<file path="config.mk">
export PLATFORM = sky130hd
export DESIGN_NAME = round_robin_servo_pwm
export DESIGN_NICKNAME = d
export VERILOG_FILES = /design/src/rtl/rrsp_pkg.sv /design/src/rtl/round_robin_servo_pwm.sv
export SDC_FILE = /design/constraint.sdc
export NUM_CORES = 1
export LEC_CHECK = 0
export BUFFER_PORTS_ARGS = -buffer_cell sky130_fd_sc_hd__buf_4
export CORE_MARGIN = 2
export CORE_UTILIZATION = 40
export DETAILED_ROUTE_END_ITERATION = 6
export PLACE_DENSITY_LB_ADDON = 0.12
export SETUP_SLACK_MARGIN = 0.3
export SLEW_MARGIN = 20
export SYNTH_ARGS = -nofsm -noshare
export SYNTH_HDL_FRONTEND = slang
export SYNTH_SLANG_ARGS = --single-unit
</file>
<file path="constraint.sdc">
create_clock -name clk_i -period 6.8 [get_ports clk_i]
set_clock_uncertainty 0.05 [all_clocks]
set_input_delay 0.34 -clock clk_i [delete_from_list [all_inputs] [get_ports clk_i]]
set_output_delay 0.34 -clock clk_i [all_outputs]
set_load 0.02 [all_outputs]
</file>
<file path="src/rtl/rrsp_pkg.sv">
// ----------------------------------------------------------------------------
// rrsp_pkg
// Shared types and fixed field widths for the round robin servo PWM block.
// ----------------------------------------------------------------------------
package rrsp_pkg;

  // Fixed request and result field widths
  localparam int ChanW  = 3;
  localparam int WidthW = 16;
  localparam int PinW   = 8;

  // Request command codes
  typedef enum logic {
    CMD_TICK = 1'b0,
    CMD_LOAD = 1'b1
  } command_e;

endpackage

</file>
<file path="src/rtl/round_robin_servo_pwm.sv">
// A result is registered when its request is taken.
// Throughput: one request per cycle unless the result side stalls; the
// channel tables are flop arrays read at one index and written at one index
// per cycle, with the result register taking the updated pin word.
// Reset: pointer to channel 0, all pins low, all channels disabled; counters
// and reload widths are not reset and are set by a load before use.
// ----------------------------------------------------------------------------
// round_robin_servo_pwm
// Multi-channel pulse generator. Tick requests service one channel at a time,
// round robin; load requests set a channel's high and low widths.
// ----------------------------------------------------------------------------
module round_robin_servo_pwm #(
  parameter int CHANNELS   = 8,
  parameter int COUNT_BITS = 16
) (
  input  logic                         clk_i,
  input  logic                         rst_ni,
  input  logic                         in_valid_i,
  output logic                         in_stall_o,
  input  rrsp_pkg::command_e           command_i,
  input  logic [rrsp_pkg::ChanW-1:0]   channel_i,
  input  logic [rrsp_pkg::WidthW-1:0]  high_width_i,
  input  logic [rrsp_pkg::WidthW-1:0]  low_width_i,
  output logic                         out_valid_o,
  input  logic                         out_stall_i,
  output logic [rrsp_pkg::ChanW-1:0]   serviced_channel_o,
  output logic [rrsp_pkg::PinW-1:0]    pin_levels_o,
  output logic                         edge_res_o
);
  import rrsp_pkg::*;

  localparam int PtrW = (CHANNELS > 1) ? $clog2(CHANNELS) : 1;
  localparam int IdxW = (PtrW > ChanW) ? PtrW : ChanW;
  localparam int ExtW = (COUNT_BITS > WidthW) ? COUNT_BITS : WidthW;
  localparam logic [PtrW-1:0] LastPtr = PtrW'(CHANNELS - 1);
  localparam logic [ExtW-1:0] CountMax = {ExtW{1'b1}} >> (ExtW - COUNT_BITS);

  // Channel state
  logic [PtrW-1:0]       ptr_q, ptr_d;
  logic [CHANNELS-1:0]   level_q, level_d;
  logic [CHANNELS-1:0]   enabled_q, enabled_d;
  logic [COUNT_BITS-1:0] high_cnt_q [CHANNELS];
  logic [COUNT_BITS-1:0] low_cnt_q  [CHANNELS];
  logic [COUNT_BITS-1:0] high_rel_q [CHANNELS];
  logic [COUNT_BITS-1:0] low_rel_q  [CHANNELS];

  // Result register
  logic              out_valid_q, out_valid_d;
  logic [ChanW-1:0]  served_q, served_d;
  logic [PinW-1:0]   pins_q, pins_d;
  logic              edge_q, edge_d;

  logic                  accept;
  logic                  is_load;
  logic [IdxW-1:0]       ch_ext;
  logic [IdxW-1:0]       ptr_ext;
  logic [PtrW-1:0]       ld_idx;
  logic                  ch_ok;
  logic [COUNT_BITS-1:0] fit_high, fit_low;
  logic [COUNT_BITS-1:0] cur_cnt, dec_cnt;
  logic                  hit;
  logic [PtrW-1:0]       wr_idx;
  logic                  high_we, low_we, rel_we;
  logic [COUNT_BITS-1:0] high_wval, low_wval;

  // Width saturation: zero goes to one, overrange to the counter maximum
  function automatic logic [COUNT_BITS-1:0] fit_width(input logic [WidthW-1:0] w);
    logic [ExtW-1:0] w_ext;
    logic [ExtW-1:0] r;
    w_ext = ExtW'(w);
    if (w_ext == '0) begin
      r = ExtW'(1);
    end else if (w_ext > CountMax) begin
      r = CountMax;
    end else begin
      r = w_ext;
    end
    return r[COUNT_BITS-1:0];
  endfunction

  // Handshake: take a request when the result slot is free or draining
  assign in_stall_o = out_valid_q && out_stall_i;
  assign accept     = in_valid_i && !in_stall_o;
  assign is_load    = (command_i == CMD_LOAD);

  // Index decode
  assign ch_ext  = IdxW'(channel_i);
  assign ld_idx  = ch_ext[PtrW-1:0];
  assign ch_ok   = (5'(channel_i) < 5'(CHANNELS));
  assign ptr_ext = IdxW'(ptr_q);

  assign fit_high = fit_width(high_width_i);
  assign fit_low  = fit_width(low_width_i);

  // Serviced channel count-down
  assign cur_cnt = level_q[ptr_q] ? high_cnt_q[ptr_q] : low_cnt_q[ptr_q];
  assign dec_cnt = cur_cnt - COUNT_BITS'(1);
  assign hit     = (dec_cnt == '0);

  // Next state and result
  always_comb begin
    ptr_d     = ptr_q;
    level_d   = level_q;
    enabled_d = enabled_q;
    wr_idx    = ptr_q;
    high_we   = 1'b0;
    low_we    = 1'b0;
    rel_we    = 1'b0;
    high_wval = dec_cnt;
    low_wval  = dec_cnt;
    edge_d    = 1'b0;
    served_d  = ptr_ext[ChanW-1:0];
    if (is_load) begin
      served_d  = channel_i;
      wr_idx    = ld_idx;
      high_wval = fit_high;
      low_wval  = fit_low;
      if (accept && ch_ok) begin
        high_we         = 1'b1;
        low_we          = 1'b1;
        rel_we          = 1'b1;
        edge_d          = level_q[ld_idx];
        level_d[ld_idx] = 1'b0;
        enabled_d[ld_idx] = 1'b1;
      end
    end else if (accept) begin
      ptr_d = (ptr_q == LastPtr) ? '0 : ptr_q + PtrW'(1);
      if (enabled_q[ptr_q]) begin
        if (level_q[ptr_q]) begin
          high_we = 1'b1;
          if (hit) begin
            high_wval      = high_rel_q[ptr_q];
            level_d[ptr_q] = 1'b0;
            edge_d         = 1'b1;
          end
        end else begin
          low_we = 1'b1;
          if (hit) begin
            low_wval       = low_rel_q[ptr_q];
            level_d[ptr_q] = 1'b1;
            edge_d         = 1'b1;
          end
        end
      end
    end
  end

  // Visible pin word: first eight channels only
  always_comb begin
    pins_d = '0;
    for (int i = 0; i < PinW; i++) begin
      if (i < CHANNELS) begin
        pins_d[i] = level_d[i];
      end
    end
  end

  always_comb begin
    out_valid_d = out_valid_q;
    if (accept) begin
      out_valid_d = 1'b1;
    end else if (!out_stall_i) begin
      out_valid_d = 1'b0;
    end
  end

  // Control registers
  always_ff @(posedge clk_i or negedge rst_ni) begin
    if (!rst_ni) begin
      ptr_q       <= '0;
      level_q     <= '0;
      enabled_q   <= '0;
      out_valid_q <= 1'b0;
    end else begin
      ptr_q       <= ptr_d;
      level_q     <= level_d;
      enabled_q   <= enabled_d;
      out_valid_q <= out_valid_d;
    end
  end

  // Channel tables, one write index per cycle
  always_ff @(posedge clk_i) begin
    if (high_we) begin
      high_cnt_q[wr_idx] <= high_wval;
    end
    if (low_we) begin
      low_cnt_q[wr_idx] <= low_wval;
    end
    if (rel_we) begin
      high_rel_q[wr_idx] <= fit_high;
      low_rel_q[wr_idx]  <= fit_low;
    end
  end

  // Result payload
  always_ff @(posedge clk_i) begin
    if (accept) begin
      served_q <= served_d;
      pins_q   <= pins_d;
      edge_q   <= edge_d;
    end
  end

  assign out_valid_o        = out_valid_q;
  assign serviced_channel_o = served_q;
  assign pin_levels_o       = pins_q;
  assign edge_res_o         = edge_q;

endmodule

</file>
==> summary.txt, run 1 <==
Power
  • Worst voltage drop across the vdd grid: 296 uV
  • Static leakage power: 8.58 nW
  • Pwr Density: approximately 420 nW/um^2

Setup path
  • Number of cells traversed by the worst register-to-register path: 13
  • Critical Path, Cell by Cell: mux4_2 > mux2_2 > o21ai_0 > ha_1 > nand2_1 > nor3_1 > nor2_1 > xnor2_1 > or4_4 > nor4_4 > buf_12 > nor2_1 > a211oi_1
  • Critical R2R Capture: low_cnt_q[6][14]
  • Reg2reg start: ptr_ext[0]
  • Cell seen most often among critical-path stages: nor2_1
  • R2r setup slk: 0.91 ns
  • Worst path max stage delay: 0.79 ns
  • CP required: between 7 and 8 ns
  • CP Data Arrival Time: 6.13 ns
  • CP Max Fanout: 26
  • Library cell contributing the largest single delay on the critical path: dfrtp_4
  • Crit path launch type: flop
  • Type of the worst setup path: reg -> reg
  • Element type at the critical path end: flop

Synth
  • Netlist cell types: 74
  • Area share of xor/xnor cells in the synthesized design: 0.470%
  • Top FF cell, synth: edfxtp_1
  • Flop and latch count out of synthesis: 544
  • Share of the yosys chip area belonging to registers: slightly above 70%
  • Proportion of register bits with asynchronous set or reset after synthesis: ~3.7%
  • Post-synthesis share of cell area spent on and, or, nand and nor gates: approximately 6%
  • Main combinational cell family by area after synthesis: multiplexers
  • Post-synthesis share of cell area spent on full adders, half adders and majority gates: less than 1%
  • Multiplexer share of the synthesized area: about an eighth
  • Mapped Area: 22,300 um^2
  • Number of enable flip-flop cells after synthesis: 524
  • Synth Net Count: 1,352
  • Synth Warn #: 0
  • Leading area contributor after synthesis: edfxtp_1
  • Synth area leaders: edfxtp_1, mux4_2, dfrtp_1, mux2i_1, a221oi_1
  • Syn_area_per_cell: 17.1 um^2
  • Top cell type's share of synthesized area: between 70% and 80%
  • Complex-gate fraction of the synthesized area: between 6 and 7%
  • Synthesized instance count: 1,308

Worst hold path
  • Worst Hold Endpoint: enabled_q[5]
  • Hold Crit Class: in -> reg
  • Hold Crit Start: channel_i[0]
  • Min-Delay Path Depth: 3

Route
  • Routed len/inst: 28.1 um
  • Drt total wl: 62,300 um
  • Mean number of vias per cell: between 5 and 6
  • Number of iterations in the first detailed-routing pass: 5
  • Highest routing layer actually used: met4
  • Total met2 wirelength after detailed routing: 28,900 um
  • Iteration-0 DRC count of the detailed router: between 1,000 and 1,500
  • Detailed-route via count: 12,800
  • Number of antenna-violating nets in the routed design: 0
  • Wire length the detailed router placed on met1: 28,100 um
  • DRC errors left: 0
  • Met3 layer wire length in the routed design: 3460 um

Die
  • Floorplan row count: 86
  • Placeable core region: 55,200 um^2
  • DIE WIDTH: 240 um
  • Initial cell density of the core: between 40% and 50%
  • Full die area: around 58,000 um^2
  • Number of primary I/O pins: 54
  • Overall die height: 240 um

Place
  • Post-placement cell area: 23,800 um^2
  • RD Place Congestion: around 0.93
  • Post-DP HPWL: a little under 40,000 um
  • I/O Buffers: 53

Finish
  • Sequential cell area: 16,200 um^2
  • Count of fill cells added during filler insertion: 4,711
  • NumNets Final: 1,463
  • Combined area of the multi-input logic cells: 5650 um^2
  • Syn-to-layout area delta: 16.7%
  • Final design area excluding fillers: around 26,000 um^2
  • Final antenna diode count: 0
  • Proportion of layout cells with a drive suffix above 1: between 20% and 30%

STA
  • Setup repair after global routing missed its margin: no
  • Final worst-path cycle share: 86.5%
  • Final hold viol count: 0
  • Transition time at the pin with the least slew margin: 1.27 ns
  • Slew headroom: 14.8%
  • Finish-stage setup viols: 0
  • Crit path time final: 5.89 ns
  • Final count of pins violating max slew: 0
  • Achievable clock frequency: 170 MHz
  • Setup tns final: 0 ns

GRT
  • Number of global-route vias before repair: approximately 13,000
  • Number of antenna violations at the first check in global routing: 0
  • Largest net degree at the start of global routing: 79
  • First-pass GRT wire length: 90,900 um
  • Total overflow reported by the global router: 0
  • Overall routing resource usage: 22.0%

Clocking
  • Maximum clock insertion buffer count: 3
  • Depth of the CTS H-tree: 2
  • Clock root buffer: clkbuf_16
  • Number of gates given a new drive strength after cts: 0
  • Clock sink count: 544
  • CTS tree: done
  • Clock buffer count from CTS: 57
  • Clock latency of the later-clocked register in the worst-skew pair: 0.64 ns
  • Clock slew seen by the registers of the worst setup and hold paths: 0.06 ns

Run status
  • Result of the run: completed

Flow run
  • Total of max-cap violations: 0
## through the flow
stage | hold slack [ns] | util, % | worst slack (ns) | total power, mW | instances
3_3_place_gp | 0.209 | 43.2 | 1.22 | 7.88 | 2076
6_report | 0.0440 | 47.2 | 0.915 | 11.0 | 2214
2_1_floorplan | -0.00559 | - | 2.06 | 6.51 | 1308
3_5_place_dp | 0.211 | 43.2 | 0.973 | 7.88 | 2076
4_1_cts | 0.00292 | 47.2 | 0.928 | 11.1 | 2214
5_1_grt | 0.0284 | 47.2 | 0.477 | 11.4 | 2214
## layout make-up
type | instances | share of cell area [%]
clock buffer | 66 | 5.72
timing repair buffer | 150 | 4.77
inverter | 21 | 0.302
clock inverter | 40 | 1.65
multi-input combinational | 645 | 21.7
tap | 748 | 3.59
sequential | 544 | 62.3
## sequential cells by signal, indices dropped and copies added, names as in the netlist, 3 cells and up
| name | count |
|---|---|
| high_rel_q | 128 |
| low_rel_q | 128 |
| high_cnt_q | 128 |
| ptr_ext | 3 |
| level_q | 8 |
| enabled_q | 8 |
| pin_levels_o | 8 |
| serviced_channel_o | 3 |
| low_cnt_q | 128 |
## power by group
part / total [mW] / switching, mW / internal [mW] / leakage, nW
Sequential: 4.26 / 0.190 / 4.07 / 4.97
Combinational: 3.59 / 2.30 / 1.30 / 2.68
Clock: 3.16 / 1.32 / 1.84 / 0.931
## routing by layer
layer,GRT usage (%),vias to the layer above
li1,-,5481
met1,31.9,6767
met2,34.2,447
met3,3.20,94
met4,7.27,0
met5,0,-
## cells in the mapped netlist (5+ instances only)
cell type,n
xnor2_1,8
a21oi_1,57
and2_1,5
nor2_1,80
nor3_1,21
buf_6,5
mux2i_1,46
a221oi_1,36
o21ai_0,21
o22ai_1,25
edfxtp_1,524
nand2_1,60
a22o_1,9
nand4_1,9
dfrtp_1,20
and3_1,7
o211ai_1,5
mux2_2,26
buf_2,13
mux4_2,80
a22oi_1,18
nor2b_1,6
nand3_1,23
buf_1,12
a211oi_1,7
or2_2,10
nand2b_1,9
inv_1,19
nor4_1,7
clkbuf_1,65
## kinds of logic (layout without fill, tap and decap cells)
group | after synthesis | count (layout)
simple gates | 262 | 262
flops | 544 | 544
xor+xnor | 12 | 12
buf+inv | 119 | 277
compound gates | 213 | 213
mux | 154 | 154
fa+ha+maj | 4 | 4
## critical path, delay by kind of cell, from the launching register on
kind	cells	cell delay, ns
compound gates	2	1.11
buf+inv	1	0.19
simple gates	6	1.76
mux	2	1.15
fa+ha+maj	1	0.31
xor+xnor	1	0.19
flops	1	0.79
## placed cells by master, fill, tap and decap left out, types with 6 or more instances in the layout
cell type and instances:
xnor2_1 8, or2_2 10, a211oi_1 7, o22ai_1 25, clkinv_1 12, o21ai_0 21
dlygate4sd3_1 32, nor4_1 7, inv_1 18, nand4_1 9, edfxtp_1 524, nand3_1 23
clkbuf_1 6, a221oi_1 36, nand2_1 60, nor2_1 69, nand2b_1 9, a22oi_1 18
nor2_2 8, mux2i_1 46, mux2_2 26, bufinv_16 7, and3_1 7, buf_4 115
clkinv_2 13, clkbuf_16 57, nor3_1 17, a22o_1 9, dfrtp_1 17, mux4_2 80
a21oi_1 57
## worst max path at each step
stage | startpoint | endpoint | slack [ns] | cells past startpoint
after global routing | ptr_ext[0] | low_cnt_q[6][14] | 0.48 | 15
after global placement | ptr_ext[0] | low_cnt_q[2][14] | 1.22 | 14
after detailed placement | ptr_ext[0] | low_cnt_q[3][14] | 0.97 | 13
after CTS | ptr_ext[0] | low_cnt_q[7][15] | 0.93 | 14
after floorplan | ptr_ext[1] | pin_levels_o[7] | 2.06 | 11
final | ptr_ext[0] | low_cnt_q[6][14] | 0.91 | 13
## what timing repair did
| item | in CTS | in global routing |
|---|---|---|
| endpoints found under the hold margin | 253 | 0 |
| hold buffers | 32 | 0 |
| buffers inserted | 0 | 0 |
No activity file was read; power rests on OpenSTA's default activity.
==> run 2: changes to the inputs <==
--- a/config.mk
+++ b/config.mk
@@ -7,9 +7,10 @@
 export LEC_CHECK = 0
 export BUFFER_PORTS_ARGS = -buffer_cell sky130_fd_sc_hd__buf_4
 export CORE_MARGIN = 2
-export CORE_UTILIZATION = 40
+export CORE_UTILIZATION = 25
+export CTS_CLUSTER_SIZE = 12
 export DETAILED_ROUTE_END_ITERATION = 6
-export PLACE_DENSITY_LB_ADDON = 0.12
+export PLACE_DENSITY = 0.44
 export SETUP_SLACK_MARGIN = 0.3
 export SLEW_MARGIN = 20
 export SYNTH_ARGS = -nofsm -noshare
==> summary.txt, run 2 (synthesized netlist as in run 1, its figures left out) <==
Run status
  • Result of the run: completed (unchanged)

Place
  • I/O Buffers: 53 (unchanged)
  • Post-DP HPWL: 43,800 um (was 39,300 um)
  • RD Place Congestion: 0.841 (was 0.934)

STA
  • Crit path time final: 5.92 ns (was 5.89 ns)
  • Final worst-path cycle share: 87.0% (was 86.5%)
  • Final count of pins violating max slew: 0 (unchanged)
  • Setup repair after global routing missed its margin: no (unchanged)
  • Final hold viol count: 0 (unchanged)
  • Finish-stage setup viols: 0 (unchanged)
  • Transition time at the pin with the least slew margin: 1.09 ns (was 1.27 ns)
  • Setup tns final: 0 ns (unchanged)
  • Achievable clock frequency: 169 MHz (was 170 MHz)
  • Slew headroom: 27.3% (was 14.8%)

Route
  • Detailed-route via count: 12,600 (was 12,800)
  • Routed len/inst: 25.7 um (was 28.1 um)
  • DRC errors left: 0 (unchanged)
  • Drt total wl: 67,400 um (was 62,300 um)
  • Mean number of vias per cell: 4.80 (was 5.78)
  • Number of antenna-violating nets in the routed design: 0 (unchanged)
  • Iteration-0 DRC count of the detailed router: 1,055 (was 1,386)
  • Number of iterations in the first detailed-routing pass: 7 (was 5)

Clocking
  • Clock latency of the later-clocked register in the worst-skew pair: 0.61 ns (was 0.64 ns)
  • CTS tree: done (unchanged)
  • Clock sink count: 544 (unchanged)
  • Maximum clock insertion buffer count: 3 (unchanged)
  • Clock buffer count from CTS: 57 (unchanged)
  • Number of post-CTS setup repair buffers: 0 (unchanged)
  • Clock slew seen by the registers of the worst setup and hold paths: 0.06 ns (about the same)
  • Clock root buffer: clkbuf_16 (unchanged)
  • Depth of the CTS H-tree: 2 (unchanged)

Power
  • Clock network fraction of total power: 26.8% (was 28.7%)
  • Worst voltage drop across the vdd grid: 190 uV (was 296 uV)
  • Net switching power: 3.80 mW (was 3.81 mW)
  • Combinational share of power: 34.0% (was 32.6%)
  • Part of the power in registers: 39.2% (was 38.7%)
  • Net Sw Frac: 35.2% (was 34.6%)
  • Pwr Density: 410 nW/um^2 (was 423 nW/um^2)
  • Total power consumption of the routed design: 10.8 mW (was 11.0 mW)
  • Cell internal pwr: 7.00 mW (was 7.21 mW)
  • Static leakage power: 8.42 nW (was 8.58 nW)

Finish
  • NumNets Final: 1,458 (was 1,463)
  • Leading cell types in the layout, fill and taps excluded: edfxtp_1, buf_4, mux4_2 (unchanged)
  • Sequential cell area: 16,200 um^2 (unchanged)
  • Count of fill cells added during filler insertion: 8,684 (was 4,711)
  • Syn-to-layout area delta: 17.8% (was 16.7%)
  • Proportion of layout cells with a drive suffix above 1: 23.0% (was 24.6%)
  • Most common cell after layout, fill and taps aside: edfxtp_1 (unchanged)
  • Final antenna diode count: 0 (unchanged)
  • Combined area of the multi-input logic cells: 5660 um^2 (was 5650 um^2)

Setup path
  • Crit path launch type: flop (unchanged)
  • Dominant delay contributor by cell family on the critical path: simple AND/OR/NAND/NOR gates (unchanged)
  • CP Data Arrival Time: 6.12 ns (was 6.13 ns)
  • Worst path max stage delay: 0.87 ns (was 0.79 ns)
  • Type of the worst setup path: reg -> reg (unchanged)
  • Critical Path, Cell by Cell: mux4_2 > mux2_2 > o21ai_0 > ha_1 > nand2_1 > nor3_1 > nor2_1 > xnor2_1 > or4_4 > nand4bb_4 > nor2_2 > a21oi_1 (was mux4_2 > mux2_2 > o21ai_0 > ha_1 > nand2_1 > nor3_1 > nor2_1 > xnor2_1 > or4_4 > nor4_4 > buf_12 > nor2_1 > a211oi_1)
  • CP required: 7.00 ns (was 7.04 ns)
  • Element type at the critical path end: flop (unchanged)
  • Library cell contributing the largest single delay on the critical path: dfrtp_4 (unchanged)
  • WP buf/inv: 0 (was 1)
  • CP Max Fanout: 34 (was 26)

Die
  • Number of primary I/O pins: 54 (unchanged)
  • DIE WIDTH: 303 um (was 240 um)
  • Full die area: 91,800 um^2 (was 57,800 um^2)
  • Floorplan row count: 109 (was 86)
  • Placeable core region: 88,500 um^2 (was 55,200 um^2)
  • Initial cell density of the core: 25.2% (was 40.5%)
  • Overall die height: 303 um (was 240 um)

GRT
  • Overall routing resource usage: 14.7% (was 22.0%)
  • Number of antenna violations at the first check in global routing: 3 (was 0)
  • Largest net degree at the start of global routing: 56 (was 79)
  • Number of global-route vias before repair: 12,800 (was 12,900)
  • First-pass GRT wire length: 96,500 um (was 90,900 um)
  • Total overflow reported by the global router: 0 (unchanged)

Flow run
  • Total of max-cap violations: 0 (unchanged)

Worst hold path
  • Hold Crit Class: in -> reg (unchanged)
-- run 2: area by class of cell --
cell class | count | share of cell area [%]
clock buffer | 77 | 5.70
tap | 1165 | 5.54
timing repair buffer | 145 | 4.49
inverter | 21 | 0.299
clock inverter | 24 | 0.742
multi-input combinational | 645 | 21.5
sequential | 544 | 61.7
-- run 2: final timing paths --
kind,from,end,slack [ns],depth (start not counted)
setup reg to reg,ptr_ext[0],low_cnt_q[3][7],0.88,12
hold reg to reg,enabled_q[4],enabled_q[4],0.42,1
setup / recovery,ptr_ext[0],low_cnt_q[3][7],0.88,12
min in group asynchronous,rst_ni,out_valid_o,0.13,2
hold / removal,low_width_i[12],low_rel_q[0][12],0.03,1
max in group asynchronous,rst_ni,ptr_ext[1],6.30,2
-- run 2: power groups by stage --
stage	clock (mW)	combinational [mW]	sequential [mW]
6_report	2.90	3.67	4.23
5_1_grt	3.10	3.91	4.26
4_1_cts	2.98	3.70	4.24
3_5_place_dp	0	3.67	4.31
3_3_place_gp	0	3.67	4.31
2_1_floorplan	0	2.34	4.17
-- run 2: worst reg2reg max path, delay by kind of cell (launching register included) --
family,cells,cell delay [ns]
AO/OA/AOI/OAI,2,0.72
AND/OR/NAND/NOR,6,2.18
adder cells (fa/ha/maj),1,0.31
flip-flops,1,0.87
XOR/XNOR,1,0.19
multiplexers,2,1.22
-- run 2: through the flow --
step / cell area [um^2] / cells / worst slack, ns / hold slack [ns] / utilization, %
after floorplan: 22300 / 1308 / 2.06 / -0.00559 / -
after global placement: 24300 / 2488 / 1.03 / 0.195 / 27.5
after detailed placement: 24300 / 2488 / 0.908 / 0.200 / 27.5
after CTS: 26300 / 2621 / 0.858 / 0.00149 / 29.7
after global routing: 26300 / 2621 / 0.317 / 0.0106 / 29.7
final: 26300 / 2621 / 0.882 / 0.0327 / 29.7
-- run 2: routing by layer --
layer	wire length (um)	track usage (%)
met1	30400	20.6
met3	3380	2.28
met4	1620	3.75
met5	37	0
met2	31900	23.8
-- run 2: what timing repair did --
| action | 4_1_cts | 5_1_grt |
|---|---|---|
| hold buffers | 32 | 0 |
| resized for setup | 0 | 1 |
| endpoints found under the setup margin | 0 | 3 |
| hold endpoints to repair | 251 | 0 |
